**src/rtl/core/kvc_pkg.sv**
```systemverilog
// Package for the keyboard velocity command block.
// Key codes, register indexes, reset values and shared types.
// No dependencies.
package kvc_pkg;

  // Register indexes on the configuration port
  localparam logic [2:0] RegLinFloor = 3'd0;
  localparam logic [2:0] RegLinCeil  = 3'd1;
  localparam logic [2:0] RegLinInc   = 3'd2;
  localparam logic [2:0] RegAngFloor = 3'd3;
  localparam logic [2:0] RegAngCeil  = 3'd4;
  localparam logic [2:0] RegAngInc   = 3'd5;

  // Register reset values, unsigned Q8.8
  localparam logic [15:0] RstLinFloor = 16'd51;   // 0.2 m/s
  localparam logic [15:0] RstLinCeil  = 16'd512;  // 2.0 m/s
  localparam logic [15:0] RstLinInc   = 16'd51;   // 0.2
  localparam logic [15:0] RstAngFloor = 16'd128;  // 0.5 rad/s
  localparam logic [15:0] RstAngCeil  = 16'd1024; // 4.0 rad/s
  localparam logic [15:0] RstAngInc   = 16'd51;   // 0.2

  // Request kinds and event classes
  localparam logic       KindKey  = 1'b0;
  localparam logic       KindTick = 1'b1;
  localparam logic [4:0] ClassKey = 5'd1;

  // Key actions
  localparam logic [1:0] ActRelease = 2'd0;
  localparam logic [1:0] ActPress   = 2'd1;

  // Key codes acted on
  localparam logic [9:0] CodeUp    = 10'd103;
  localparam logic [9:0] CodeDown  = 10'd108;
  localparam logic [9:0] CodeLeft  = 10'd105;
  localparam logic [9:0] CodeRight = 10'd106;
  localparam logic [9:0] CodeK1    = 10'd2;
  localparam logic [9:0] CodeK2    = 10'd3;
  localparam logic [9:0] CodeK3    = 10'd4;
  localparam logic [9:0] CodeK4    = 10'd5;
  localparam logic [9:0] CodeK9    = 10'd10;
  localparam logic [9:0] CodeK0    = 10'd11;

  // Configuration register contents
  typedef struct packed {
    logic [15:0] lin_floor;
    logic [15:0] lin_ceil;
    logic [15:0] lin_inc;
    logic [15:0] ang_floor;
    logic [15:0] ang_ceil;
    logic [15:0] ang_inc;
  } cfg_t;

  // Result of one request
  typedef struct packed {
    logic               has;
    logic signed [16:0] lin;
    logic signed [16:0] ang;
    logic               stop;
  } res_t;

endpackage

```
**src/rtl/core/keyboard_velocity_command.sv**
```systemverilog
// Keyboard velocity command: turns key events and timer ticks into linear and
// angular velocity commands in signed Q9.8. A request is registered on
// acceptance, decoded from the input register against the direction and scale
// state, and its result, if any, lands in the output register. One request is
// taken every cycle while results are taken as offered and no scale clamp is
// under way; a stalled result holds the decode stage, and the input register
// then takes a new request only while it is empty. The configuration port is
// always ready; the scales are clamped to the new registers in the cycle after
// a write to a valid index, and the decode stage holds for that cycle. Depends
// on kvc_pkg, kvc_cfg and kvc_core.
module keyboard_velocity_command (
  input  logic               clk_i,
  input  logic               rst_ni,
  input  logic               in_valid_i,
  output logic               in_ready_o,
  input  logic               kind_i,
  input  logic [4:0]         event_class_i,
  input  logic [9:0]         key_code_i,
  input  logic [1:0]         key_action_i,
  output logic               out_valid_o,
  input  logic               out_ready_i,
  output logic signed [16:0] linear_velocity_o,
  output logic signed [16:0] angular_velocity_o,
  output logic               stop_marker_o,
  input  logic               cfg_valid_i,
  output logic               cfg_ready_o,
  input  logic [2:0]         cfg_index_i,
  input  logic [15:0]        cfg_data_i
);
  import kvc_pkg::*;

  logic               in_vld_q, in_vld_d;
  logic               kind_q;
  logic [4:0]         cls_q;
  logic [9:0]         code_q;
  logic [1:0]         act_q;
  logic               out_vld_q, out_vld_d;
  logic signed [16:0] lin_q;
  logic signed [16:0] ang_q;
  logic               stop_q;
  logic               advance;
  logic               in_take;
  logic               out_load;
  logic               clamp;
  logic               send_en;
  cfg_t               cfg;
  res_t               res;

  // Handshake: the decode stage moves when the output register is free and
  // no scale clamp is under way
  assign advance     = in_vld_q && !clamp && (!out_vld_q || out_ready_i);
  assign in_ready_o  = !in_vld_q || advance;
  assign in_take     = in_valid_i && in_ready_o;
  assign out_load    = advance && res.has;
  assign cfg_ready_o = 1'b1;

  kvc_cfg u_cfg (
    .clk_i   (clk_i),
    .rst_ni  (rst_ni),
    .wr_i    (cfg_valid_i),
    .index_i (cfg_index_i),
    .data_i  (cfg_data_i),
    .cfg_o   (cfg),
    .clamp_o (clamp)
  );

  kvc_core u_core (
    .clk_i         (clk_i),
    .rst_ni        (rst_ni),
    .go_i          (advance),
    .kind_i        (kind_q),
    .event_class_i (cls_q),
    .key_code_i    (code_q),
    .key_action_i  (act_q),
    .cfg_i         (cfg),
    .clamp_i       (clamp),
    .res_o         (res),
    .send_en_o     (send_en)
  );

  // Valid flags of the two registers
  always_comb begin
    in_vld_d = in_vld_q;
    if (in_take) begin
      in_vld_d = 1'b1;
    end else if (advance) begin
      in_vld_d = 1'b0;
    end
    out_vld_d = out_vld_q;
    if (out_load) begin
      out_vld_d = 1'b1;
    end else if (out_ready_i) begin
      out_vld_d = 1'b0;
    end
  end

  always_ff @(posedge clk_i or negedge rst_ni) begin
    if (!rst_ni) begin
      in_vld_q  <= 1'b0;
      out_vld_q <= 1'b0;
    end else begin
      in_vld_q  <= in_vld_d;
      out_vld_q <= out_vld_d;
    end
  end

  // Capture the request payload
  always_ff @(posedge clk_i) begin
    if (in_take) begin
      kind_q <= kind_i;
      cls_q  <= event_class_i;
      code_q <= key_code_i;
      act_q  <= key_action_i;
    end
  end

  // Load the result payload
  always_ff @(posedge clk_i) begin
    if (out_load) begin
      lin_q  <= res.lin;
      ang_q  <= res.ang;
      stop_q <= res.stop;
    end
  end

  assign out_valid_o        = out_vld_q;
  assign linear_velocity_o  = lin_q;
  assign angular_velocity_o = ang_q;
  assign stop_marker_o      = stop_q;

`ifndef SYNTHESIS
  // A stop result carries zero velocities
  a_stop_zero: assert property (@(posedge clk_i) disable iff (!rst_ni)
    out_load && res.stop |-> res.lin == 17'sd0 && res.ang == 17'sd0)
    else $error("stop result with non-zero velocity");

  // A velocity result is formed only while sending is enabled
  a_send_gate: assert property (@(posedge clk_i) disable iff (!rst_ni)
    out_load && !res.stop |-> send_en)
    else $error("velocity result while sending disabled");

  // A result leaves the output register only when taken
  a_out_drop: assert property (@(posedge clk_i) disable iff (!rst_ni)
    $fell(out_vld_q) |-> $past(out_ready_i))
    else $error("result dropped without being taken");

  // After a stop result is formed, sending is disabled
  a_stop_disables: assert property (@(posedge clk_i) disable iff (!rst_ni)
    out_load && res.stop |=> !send_en)
    else $error("sending still enabled after stop");
`endif

endmodule

```
**src/rtl/core/kvc_cfg.sv**
```systemverilog
// Configuration registers of the keyboard velocity command block.
// Depends on kvc_pkg; flags a scale clamp in the cycle after each valid write.
module kvc_cfg (
  input  logic              clk_i,
  input  logic              rst_ni,
  input  logic              wr_i,
  input  logic [2:0]        index_i,
  input  logic [15:0]       data_i,
  output kvc_pkg::cfg_t     cfg_o,
  output logic              clamp_o
);
  import kvc_pkg::*;

  cfg_t cfg_q, cfg_d;
  logic hit;
  logic clamp_q;

  // Decode the register index
  always_comb begin
    cfg_d = cfg_q;
    hit   = 1'b0;
    if (wr_i) begin
      unique case (index_i)
        RegLinFloor: begin cfg_d.lin_floor = data_i; hit = 1'b1; end
        RegLinCeil:  begin cfg_d.lin_ceil  = data_i; hit = 1'b1; end
        RegLinInc:   begin cfg_d.lin_inc   = data_i; hit = 1'b1; end
        RegAngFloor: begin cfg_d.ang_floor = data_i; hit = 1'b1; end
        RegAngCeil:  begin cfg_d.ang_ceil  = data_i; hit = 1'b1; end
        RegAngInc:   begin cfg_d.ang_inc   = data_i; hit = 1'b1; end
        default:     hit = 1'b0;
      endcase
    end
  end

  // Hold the registers
  always_ff @(posedge clk_i or negedge rst_ni) begin
    if (!rst_ni) begin
      cfg_q.lin_floor <= RstLinFloor;
      cfg_q.lin_ceil  <= RstLinCeil;
      cfg_q.lin_inc   <= RstLinInc;
      cfg_q.ang_floor <= RstAngFloor;
      cfg_q.ang_ceil  <= RstAngCeil;
      cfg_q.ang_inc   <= RstAngInc;
      clamp_q         <= 1'b0;
    end else begin
      cfg_q   <= cfg_d;
      clamp_q <= hit;
    end
  end

  assign cfg_o   = cfg_q;
  assign clamp_o = clamp_q;

endmodule

```
**src/rtl/core/kvc_core.sv**
```systemverilog
// Direction, scale and enable state of the keyboard velocity command block.
// Depends on kvc_pkg; decodes one request a cycle while go_i is high and no clamp is under way, and forms its result.
module kvc_core (
  input  logic          clk_i,
  input  logic          rst_ni,
  input  logic          go_i,
  input  logic          kind_i,
  input  logic [4:0]    event_class_i,
  input  logic [9:0]    key_code_i,
  input  logic [1:0]    key_action_i,
  input  kvc_pkg::cfg_t cfg_i,
  input  logic          clamp_i,
  output kvc_pkg::res_t res_o,
  output logic          send_en_o
);
  import kvc_pkg::*;

  logic [1:0]  lin_dir_q, lin_dir_d;
  logic [1:0]  ang_dir_q, ang_dir_d;
  logic [15:0] lin_scale_q, lin_scale_d;
  logic [15:0] ang_scale_q, ang_scale_d;
  logic        send_en_q, send_en_d;
  logic        press;

  // Step a direction by one in the key's sense, held to -1..1
  function automatic logic [1:0] move_dir(logic [1:0] d, logic [1:0] act, logic pos);
    logic signed [2:0] s;
    s = $signed({d[1], d});
    if (act == ActPress) begin
      s = pos ? s + 3'sd1 : s - 3'sd1;
    end else if (act == ActRelease) begin
      s = pos ? s - 3'sd1 : s + 3'sd1;
    end
    if (s > 3'sd1) s = 3'sd1;
    if (s < -3'sd1) s = -3'sd1;
    return s[1:0];
  endfunction

  // Raise a scale, saturating at the ceiling
  function automatic logic [15:0] raise(logic [15:0] sc, logic [15:0] inc, logic [15:0] hi);
    logic [16:0] sum;
    sum = {1'b0, sc} + {1'b0, inc};
    return (sum < {1'b0, hi}) ? sum[15:0] : hi;
  endfunction

  // Lower a scale, saturating at the floor
  function automatic logic [15:0] lower(logic [15:0] sc, logic [15:0] inc, logic [15:0] lo);
    logic [16:0] dif;
    dif = {1'b0, sc} - {1'b0, inc};
    if (dif[16]) return lo;
    return (dif[15:0] > lo) ? dif[15:0] : lo;
  endfunction

  // Clamp a scale to its registers, floor first
  function automatic logic [15:0] clamp(logic [15:0] sc, logic [15:0] lo, logic [15:0] hi);
    if (sc < lo) return lo;
    if (sc > hi) return hi;
    return sc;
  endfunction

  // Direction times scale, signed Q9.8
  function automatic logic signed [16:0] vel(logic [1:0] d, logic [15:0] sc);
    logic [16:0] v;
    case (d)
      2'b01:   v = {1'b0, sc};
      2'b11:   v = ~{1'b0, sc} + 17'd1;
      default: v = '0;
    endcase
    return $signed(v);
  endfunction

  assign press = (key_action_i == ActPress);

  // Clamp the scales or decode the request, and form the next state and result
  always_comb begin
    lin_dir_d   = lin_dir_q;
    ang_dir_d   = ang_dir_q;
    lin_scale_d = lin_scale_q;
    ang_scale_d = ang_scale_q;
    send_en_d   = send_en_q;
    res_o       = '0;
    if (clamp_i) begin
      lin_scale_d = clamp(lin_scale_q, cfg_i.lin_floor, cfg_i.lin_ceil);
      ang_scale_d = clamp(ang_scale_q, cfg_i.ang_floor, cfg_i.ang_ceil);
    end else if (go_i) begin
      if (kind_i == KindTick) begin
        res_o.has = send_en_q;
        res_o.lin = vel(lin_dir_q, lin_scale_q);
        res_o.ang = vel(ang_dir_q, ang_scale_q);
      end else if (event_class_i == ClassKey) begin
        unique case (key_code_i)
          CodeUp:    lin_dir_d = move_dir(lin_dir_q, key_action_i, 1'b1);
          CodeDown:  lin_dir_d = move_dir(lin_dir_q, key_action_i, 1'b0);
          CodeLeft:  ang_dir_d = move_dir(ang_dir_q, key_action_i, 1'b1);
          CodeRight: ang_dir_d = move_dir(ang_dir_q, key_action_i, 1'b0);
          CodeK1: begin
            if (press) lin_scale_d = raise(lin_scale_q, cfg_i.lin_inc, cfg_i.lin_ceil);
          end
          CodeK2: begin
            if (press) lin_scale_d = lower(lin_scale_q, cfg_i.lin_inc, cfg_i.lin_floor);
          end
          CodeK3: begin
            if (press) ang_scale_d = raise(ang_scale_q, cfg_i.ang_inc, cfg_i.ang_ceil);
          end
          CodeK4: begin
            if (press) ang_scale_d = lower(ang_scale_q, cfg_i.ang_inc, cfg_i.ang_floor);
          end
          CodeK9: begin
            if (press) send_en_d = 1'b1;
          end
          CodeK0: begin
            if (press) begin
              send_en_d  = 1'b0;
              res_o.has  = 1'b1;
              res_o.stop = 1'b1;
            end
          end
          default: ;
        endcase
      end
    end
  end

  // Hold the state
  always_ff @(posedge clk_i or negedge rst_ni) begin
    if (!rst_ni) begin
      lin_dir_q   <= 2'b00;
      ang_dir_q   <= 2'b00;
      lin_scale_q <= RstLinFloor;
      ang_scale_q <= RstAngFloor;
      send_en_q   <= 1'b1;
    end else begin
      lin_dir_q   <= lin_dir_d;
      ang_dir_q   <= ang_dir_d;
      lin_scale_q <= lin_scale_d;
      ang_scale_q <= ang_scale_d;
      send_en_q   <= send_en_d;
    end
  end

  assign send_en_o = send_en_q;

endmodule
```
**config.mk**
```make
export PLATFORM = sky130hd
export DESIGN_NAME = keyboard_velocity_command
export DESIGN_NICKNAME = d
export VERILOG_FILES = /design/src/rtl/core/kvc_pkg.sv /design/src/rtl/core/keyboard_velocity_command.sv /design/src/rtl/core/kvc_cfg.sv /design/src/rtl/core/kvc_core.sv
export SDC_FILE = /design/constraint.sdc
export NUM_CORES = 1
export LEC_CHECK = 0
export BUFFER_PORTS_ARGS = -buffer_cell sky130_fd_sc_hd__buf_4
export CORE_AREA = 2 2 225 227
export CTS_BUF_LIST = sky130_fd_sc_hd__clkbuf_8
export DETAILED_ROUTE_END_ITERATION = 7
export DIE_AREA = 0 0 227 229
export GPL_ROUTABILITY_DRIVEN = 0
export HOLD_SLACK_MARGIN = 0.15
export SETUP_SLACK_MARGIN = 0.15
export SLEW_MARGIN = 30
export SYNTH_ARGS = -nofsm -noshare
export SYNTH_HDL_FRONTEND = slang
export SYNTH_SLANG_ARGS = --single-unit
```
**constraint.sdc**
```tcl
create_clock -name clk_i -period 6.5 [get_ports clk_i]
set_input_delay 0.325 -clock clk_i [delete_from_list [all_inputs] [get_ports clk_i]]
set_output_delay 0.325 -clock clk_i [all_outputs]
set_load 0.1 [all_outputs]
```
[Yosys cells after proc, flatten, opt, wreduce, memory -nomap -nowiden]
Index checks and enable logic that the tools add are counted.
Cells by class
  $add $sub $neg: 10
  bitwise gates (word level): 5
  equal/unequal tests: 30
  mux-type cells: 131
  reduce and logical (&&, ||, !) cells: 34
  order comparisons: 16
Operator list (count)
  16-bit two-way mux: 28
  3-bit two-way mux: 52
  36-bit two-way mux: 2
  17-bit case mux with 2 select lines: 2
  16-bit greater-than comparator: 4
  16-bit case mux with 2 select lines: 2
  10-bit by 7-bit == test with 1-bit output (second input constant): 4
  1-bit two-way mux: 37
  16-bit by 16-bit adder with 17-bit output: 2
  17-bit by 1-bit adder with 17-bit output (second input constant): 2
  17-bit by 16-bit < comparator with 1-bit output: 2
  34-bit two-way mux: 1
  16-bit inverter with 17-bit output: 2
  16-bit by 16-bit subtractor with 17-bit output: 2
  16-bit < comparator: 2
  7-bit AND reduction: 3
  10-bit by 2-bit == test with 1-bit output (second input constant): 2
  10-bit by 3-bit == test with 1-bit output (second input constant): 2
  10-bit by 4-bit == test with 1-bit output (second input constant): 2
  2-bit nonzero test: 7
  3-bit by 2-bit greater-than comparator with 1-bit output (second input constant): 4
  3-bit by 1-bit < comparator with 1-bit output (second input constant): 4
  3-bit by 2-bit != test with 1-bit output (second input constant): 4
  2-bit AND reduction: 6
  23 further kinds: 48
Word-level totals
  register bits: 189
  output and inout port bits: 38
  logic and storage cells: 247
  input bits: 42

[Logic depth before layout (Yosys ltp)]
  word-level depth: 18
  gate-level depth with buffers: 21
  gate-level depth less buffers: 20

[Cells and area by module]
From an unflattened synthesis, not the netlist that was laid out.
Second synthesis, totals
  cell total of the unflattened synthesis: 1684
  area, all modules: 15982.8 um^2
Modules (own cells, without submodules)
  kvc_core: area each 10364.9 um^2, cells an instance 1404, times used 1
  kvc_cfg: area each 3880.0 um^2, cells an instance 210, times used 1
  keyboard_velocity_command: area each 1737.9 um^2, cells an instance 70, times used 1

[Worst setup path after synthesis]
Ideal clock, no wire load.
  path kind: reg2reg
  start point: reg u_core.ang_scale_q[7]
  end point: reg u_core.ang_scale_q[15]
  arrival: 4438 ps
  path slack: 1931 ps
  stages on the path, launching flop included: 18
  buffers on the path: 2
  data required time: 6369 ps
  cell sequence: dfstp_2 > ha_1 > clkbuf_1 > or2_2 > a2111oi_0 > a21bo_2 > o221ai_1 > o31a_1 > xor2_1 > ha_1 > a21oi_1 > o21ai_0 > a2111oi_0 > o311a_1 > clkbuf_1 > mux2_2 > o21ai_0 > o21ai_0
On the way
  cells in the longest elaborated chain, start to end: 15
RTL lines
  start: declaration: RTL line kvc_core.sv:21  | logic [15:0] ang_scale_q, ang_scale_d;
  start signal: assignment: RTL line kvc_core.sv:130  | ang_scale_q <= RstAngFloor;
  start signal: assignment: RTL line kvc_core.sv:136  | ang_scale_q <= ang_scale_d;
  parallel branches: the longest is 15 deep, another holds 16-bit by 16-bit subtractor with 17-bit output
Several ways; the timed one is not identified. The select of a mux whose other input is x is not followed.
A chain may end at the register's enable or synchronous reset.

[Worst setup path in the final report]
  start point: reg u_core.ang_scale_q[0]
  end point: reg u_core.ang_scale_q[1]
The elaborated chain is that of the path after synthesis.

==> out/results.ini <==
[run_status]
status = completed

[timing]
drv_slew = 0
skew_ns = 0.0350
rsz0062_at_grt = false
fin_ws_ns = 0.868
worst_pin_slew_ns = 0.992
hold_viol = 0
tns_ns = 0
post-route-period-util_pct = 86.6
fin_crit_ns = 5.63
fmax_mhz = 178
setup_violations = 0
slew_headroom_pct = 33.9

[worst_setup_path]
arrival_ns = 6.05
r2r_start = u_core.ang_scale_q[0]
r2r_end = u_core.ang_scale_q[1]
crit_required_ns = 6.92
r2r_cells = 20
critPathMaxFanout = 13
ff2ff_setup_slack_ns = 0.87
start_kind = register
critPathCaptureType = register
critical_path_class = reg2reg

[grt]
met1_usage_pct = 24.3
antenna_found_initial = 0
gr-usage-all-layers_pct = 18.5
grt_busiest_layer = met2
grt_overflow = 0
grtUsageMet3_pct = 2.99
grt_pass1_vias = 13400
grt_pass1_wl_mm = 74.3
use_met2_pct = 30.7
grt_max_degree = 75

[cells_and_area]
fillCellCount = 5141
insertedDiodeCount = 0
num-nets-final = 2057
layout_common_cells = 198 x ha_1, 195 x nand2_1, 160 x o21ai_0, 143 x inv_1, 115 x dfrtp_1
final_common_cell = ha_1
fin_area_um2 = 17400
area_growth_pct = 14.4
final_cells = 2498
drive_above_1_share_pct = 12.5

[pwr]
vdd_drop_max_uv = 230
power.density_nw_per_um2 = 471
p_leak_nw = 7.55
finalPower_w = 0.00821

[cts]
clkTransAtPathRegs_ns = 0.13
clk_path_buf_depth = 2
post_cts.repair.setup_buffers = 0
cts_root_buffer = clkbuf_8
clock_latency_ns = 0.55
cts_tree = done
cts.sinks = 189
h-tree-depth = 4
numCtsBuffers = 17

[route]
viasPerCell = 5.38
wl_per_cell_um = 19.1
ant_nets = 0
wirelength_mm = 47.6
drt-pass1-iter-count = 6
drt_iter0_markers = 1291
vias = 13400
drc = 0

[min_path]
hold_depth = 5
min_to = u_cfg.cfg_o[53]
hold_path_class = in2reg
hp-start = cfg_index_i[0]

[logic_synthesis]
synth-main-ff-cell = dfrtp_1
synthesis.nets = 1972
yosysSeqAreaShare_pct = 32.9
syn_area_um2 = 15200
synth_edf_count = 53
ys_warn_count = 0
ys_ff_latch = 189
ys_types = 73
synth.avg_cell_area_um2 = 8.82
ys_async_sr_fraction_pct = 72.0
synthCells = 1728

[floorplan]
die_w_um = 227
coreArea_um2 = 49700
dieArea_um2 = 52000
row_count = 82
ios = 80
initial_core_util_pct = 30.7
chipHeight_um = 229

[placed_design]
dp_cells = 2426
dp.final_hpwl_mm = 36.6
portBuffers = 78
placed_area_um2 = 16600
pre_cts_ws_ns = 0.765

[job]
maxCapViolCount = 0

## cell usage after synthesis, types with 11 or more instances
cell type  count  area (µm²)
ha_1         198        2480
nand2_1      195         732
o21ai_0      160         801
inv_1        142         533
dfrtp_1      115        2880
nor2_1       107         402
a21oi_1       98         490
clkbuf_1      66         248
edfxtp_1      53        1590
mux2_2        45         507
xnor2_1       43         377
nand3_1       38         190
mux2i_1       28         280
a21o_1        27         203
nor3_1        27         135
o211ai_1      25         188
or3_1         25         156
a211oi_1      21         158
dfstp_2       21         552
nor2b_1       21         131
nand4_1       18         113
o31ai_1       16         120
a221oi_1      15         131
a22oi_1       15         113
xor2_1        15         131
a22o_1        14         123
nand2b_1      13        81.3
o21a_1        13        97.6
and3_1        11        68.8
o21bai_1      11        82.6
## metrics by stage
step | util [%] | hold slack [ns]
2_1_floorplan | - | 0.0294
3_3_place_gp | 33.4 | 0.419
3_5_place_dp | 33.5 | 0.426
4_1_cts | 35.1 | 0.315
5_1_grt | 35.1 | 0.375
6_report | 35.1 | 0.357
## sequential cells by signal, indices dropped and copies added, names as in the netlist
register,cells
out_valid_o,1
act_q,2
linear_velocity_o,17
u_core.ang_scale_q,16
stop_marker_o,1
angular_velocity_o,17
in_vld_q,1
cls_q,5
u_core.lin_dir_q,2
u_cfg.clamp_o,1
kind_q,1
code_q,10
u_core.lin_scale_q,16
u_core.ang_dir_q,2
u_core.send_en_o,1
u_cfg.cfg_o,96
## repair_timing
item / CTS / global route
gates resized for setup: 0 / 0
endpoints found under the hold margin: 185 / 0
hold buffers: 39 / 0
## layer usage
| metal | part of all wire (%) | wire length, µm |
|---|---|---|
| met2 | 47 | 22500 |
| met4 | 2.9 | 1360 |
| met3 | 5.9 | 2810 |
| met1 | 44 | 20900 |
| met5 | 0 | 0 |
## worst max-delay path, cell delays in order (launching register included)
cell,delay [ns]
dfrtp_1,0.46
inv_1,0.30
ha_1,0.26
fa_1,0.23
nor2b_1,0.07
o31a_1,0.28
nor4_1,0.36
o31ai_1,0.20
o31ai_1,0.61
nand3b_1,0.19
nand3_1,0.12
ha_1,0.32
nand3_1,0.10
nor4_1,0.36
a221o_1,0.21
o21ai_0,0.12
a211oi_4,0.57
buf_6,0.24
mux2i_1,0.21
nand2_1,0.07
a22o_1,0.23
## how the worst max path moves through the flow
stage / cells after the start / slack [ns] / to / startpoint
3_5_place_dp: 19 / 0.77 / u_core.ang_scale_q[2] / u_core.ang_scale_q[0]
4_1_cts: 19 / 0.75 / u_core.ang_scale_q[2] / u_core.ang_scale_q[0]
5_1_grt: 20 / 0.45 / u_core.ang_scale_q[1] / u_core.ang_scale_q[0]
2_1_floorplan: 17 / 1.93 / u_core.ang_scale_q[15] / u_core.ang_scale_q[7]
6_report: 20 / 0.87 / u_core.ang_scale_q[1] / u_core.ang_scale_q[0]
3_3_place_gp: 19 / 0.93 / u_core.ang_scale_q[2] / u_core.ang_scale_q[0]
## report_power, final
part / switching [W] / total [W] / leakage, nW / internal [W]
clock: 0.000493 / 0.000814 / 0.202 / 0.000321
combinational: 0.00321 / 0.00550 / 5.14 / 0.00230
sequential: 0.000424 / 0.00190 / 2.21 / 0.00147
total: 0.00413 / 0.00821 / 7.55 / 0.00409
## layout make-up
| type | instances | area (µm²) | share of cell area [%] |
|---|---|---|---|
| multi-input cells | 1327 | 9520 | 54.6 |
| flip-flops and latches | 189 | 5020 | 28.8 |
| repair buffers | 135 | 1150 | 6.57 |
| well taps | 672 | 841 | 4.82 |
| inverters | 143 | 537 | 3.08 |
| clock buffers | 18 | 248 | 1.42 |
| clock inverters | 14 | 133 | 0.760 |
## logic make-up (layout without fill, tap and decap cells)
kind of cell	count (synthesis)	count (layout)	share of synthesized area (%)
muxes	73	73	5.16
AOI/OAI and AO/OA	496	496	21.1
DFF	189	189	32.9
xor gates and xnor gates	58	58	3.33
adders and majority gates	202	202	16.8
buffers and inverters	212	310	5.25
and+or+nand+nor	497	497	15.4
other	1	1	0.0246
No activity file was read; power rests on OpenSTA's default activity.
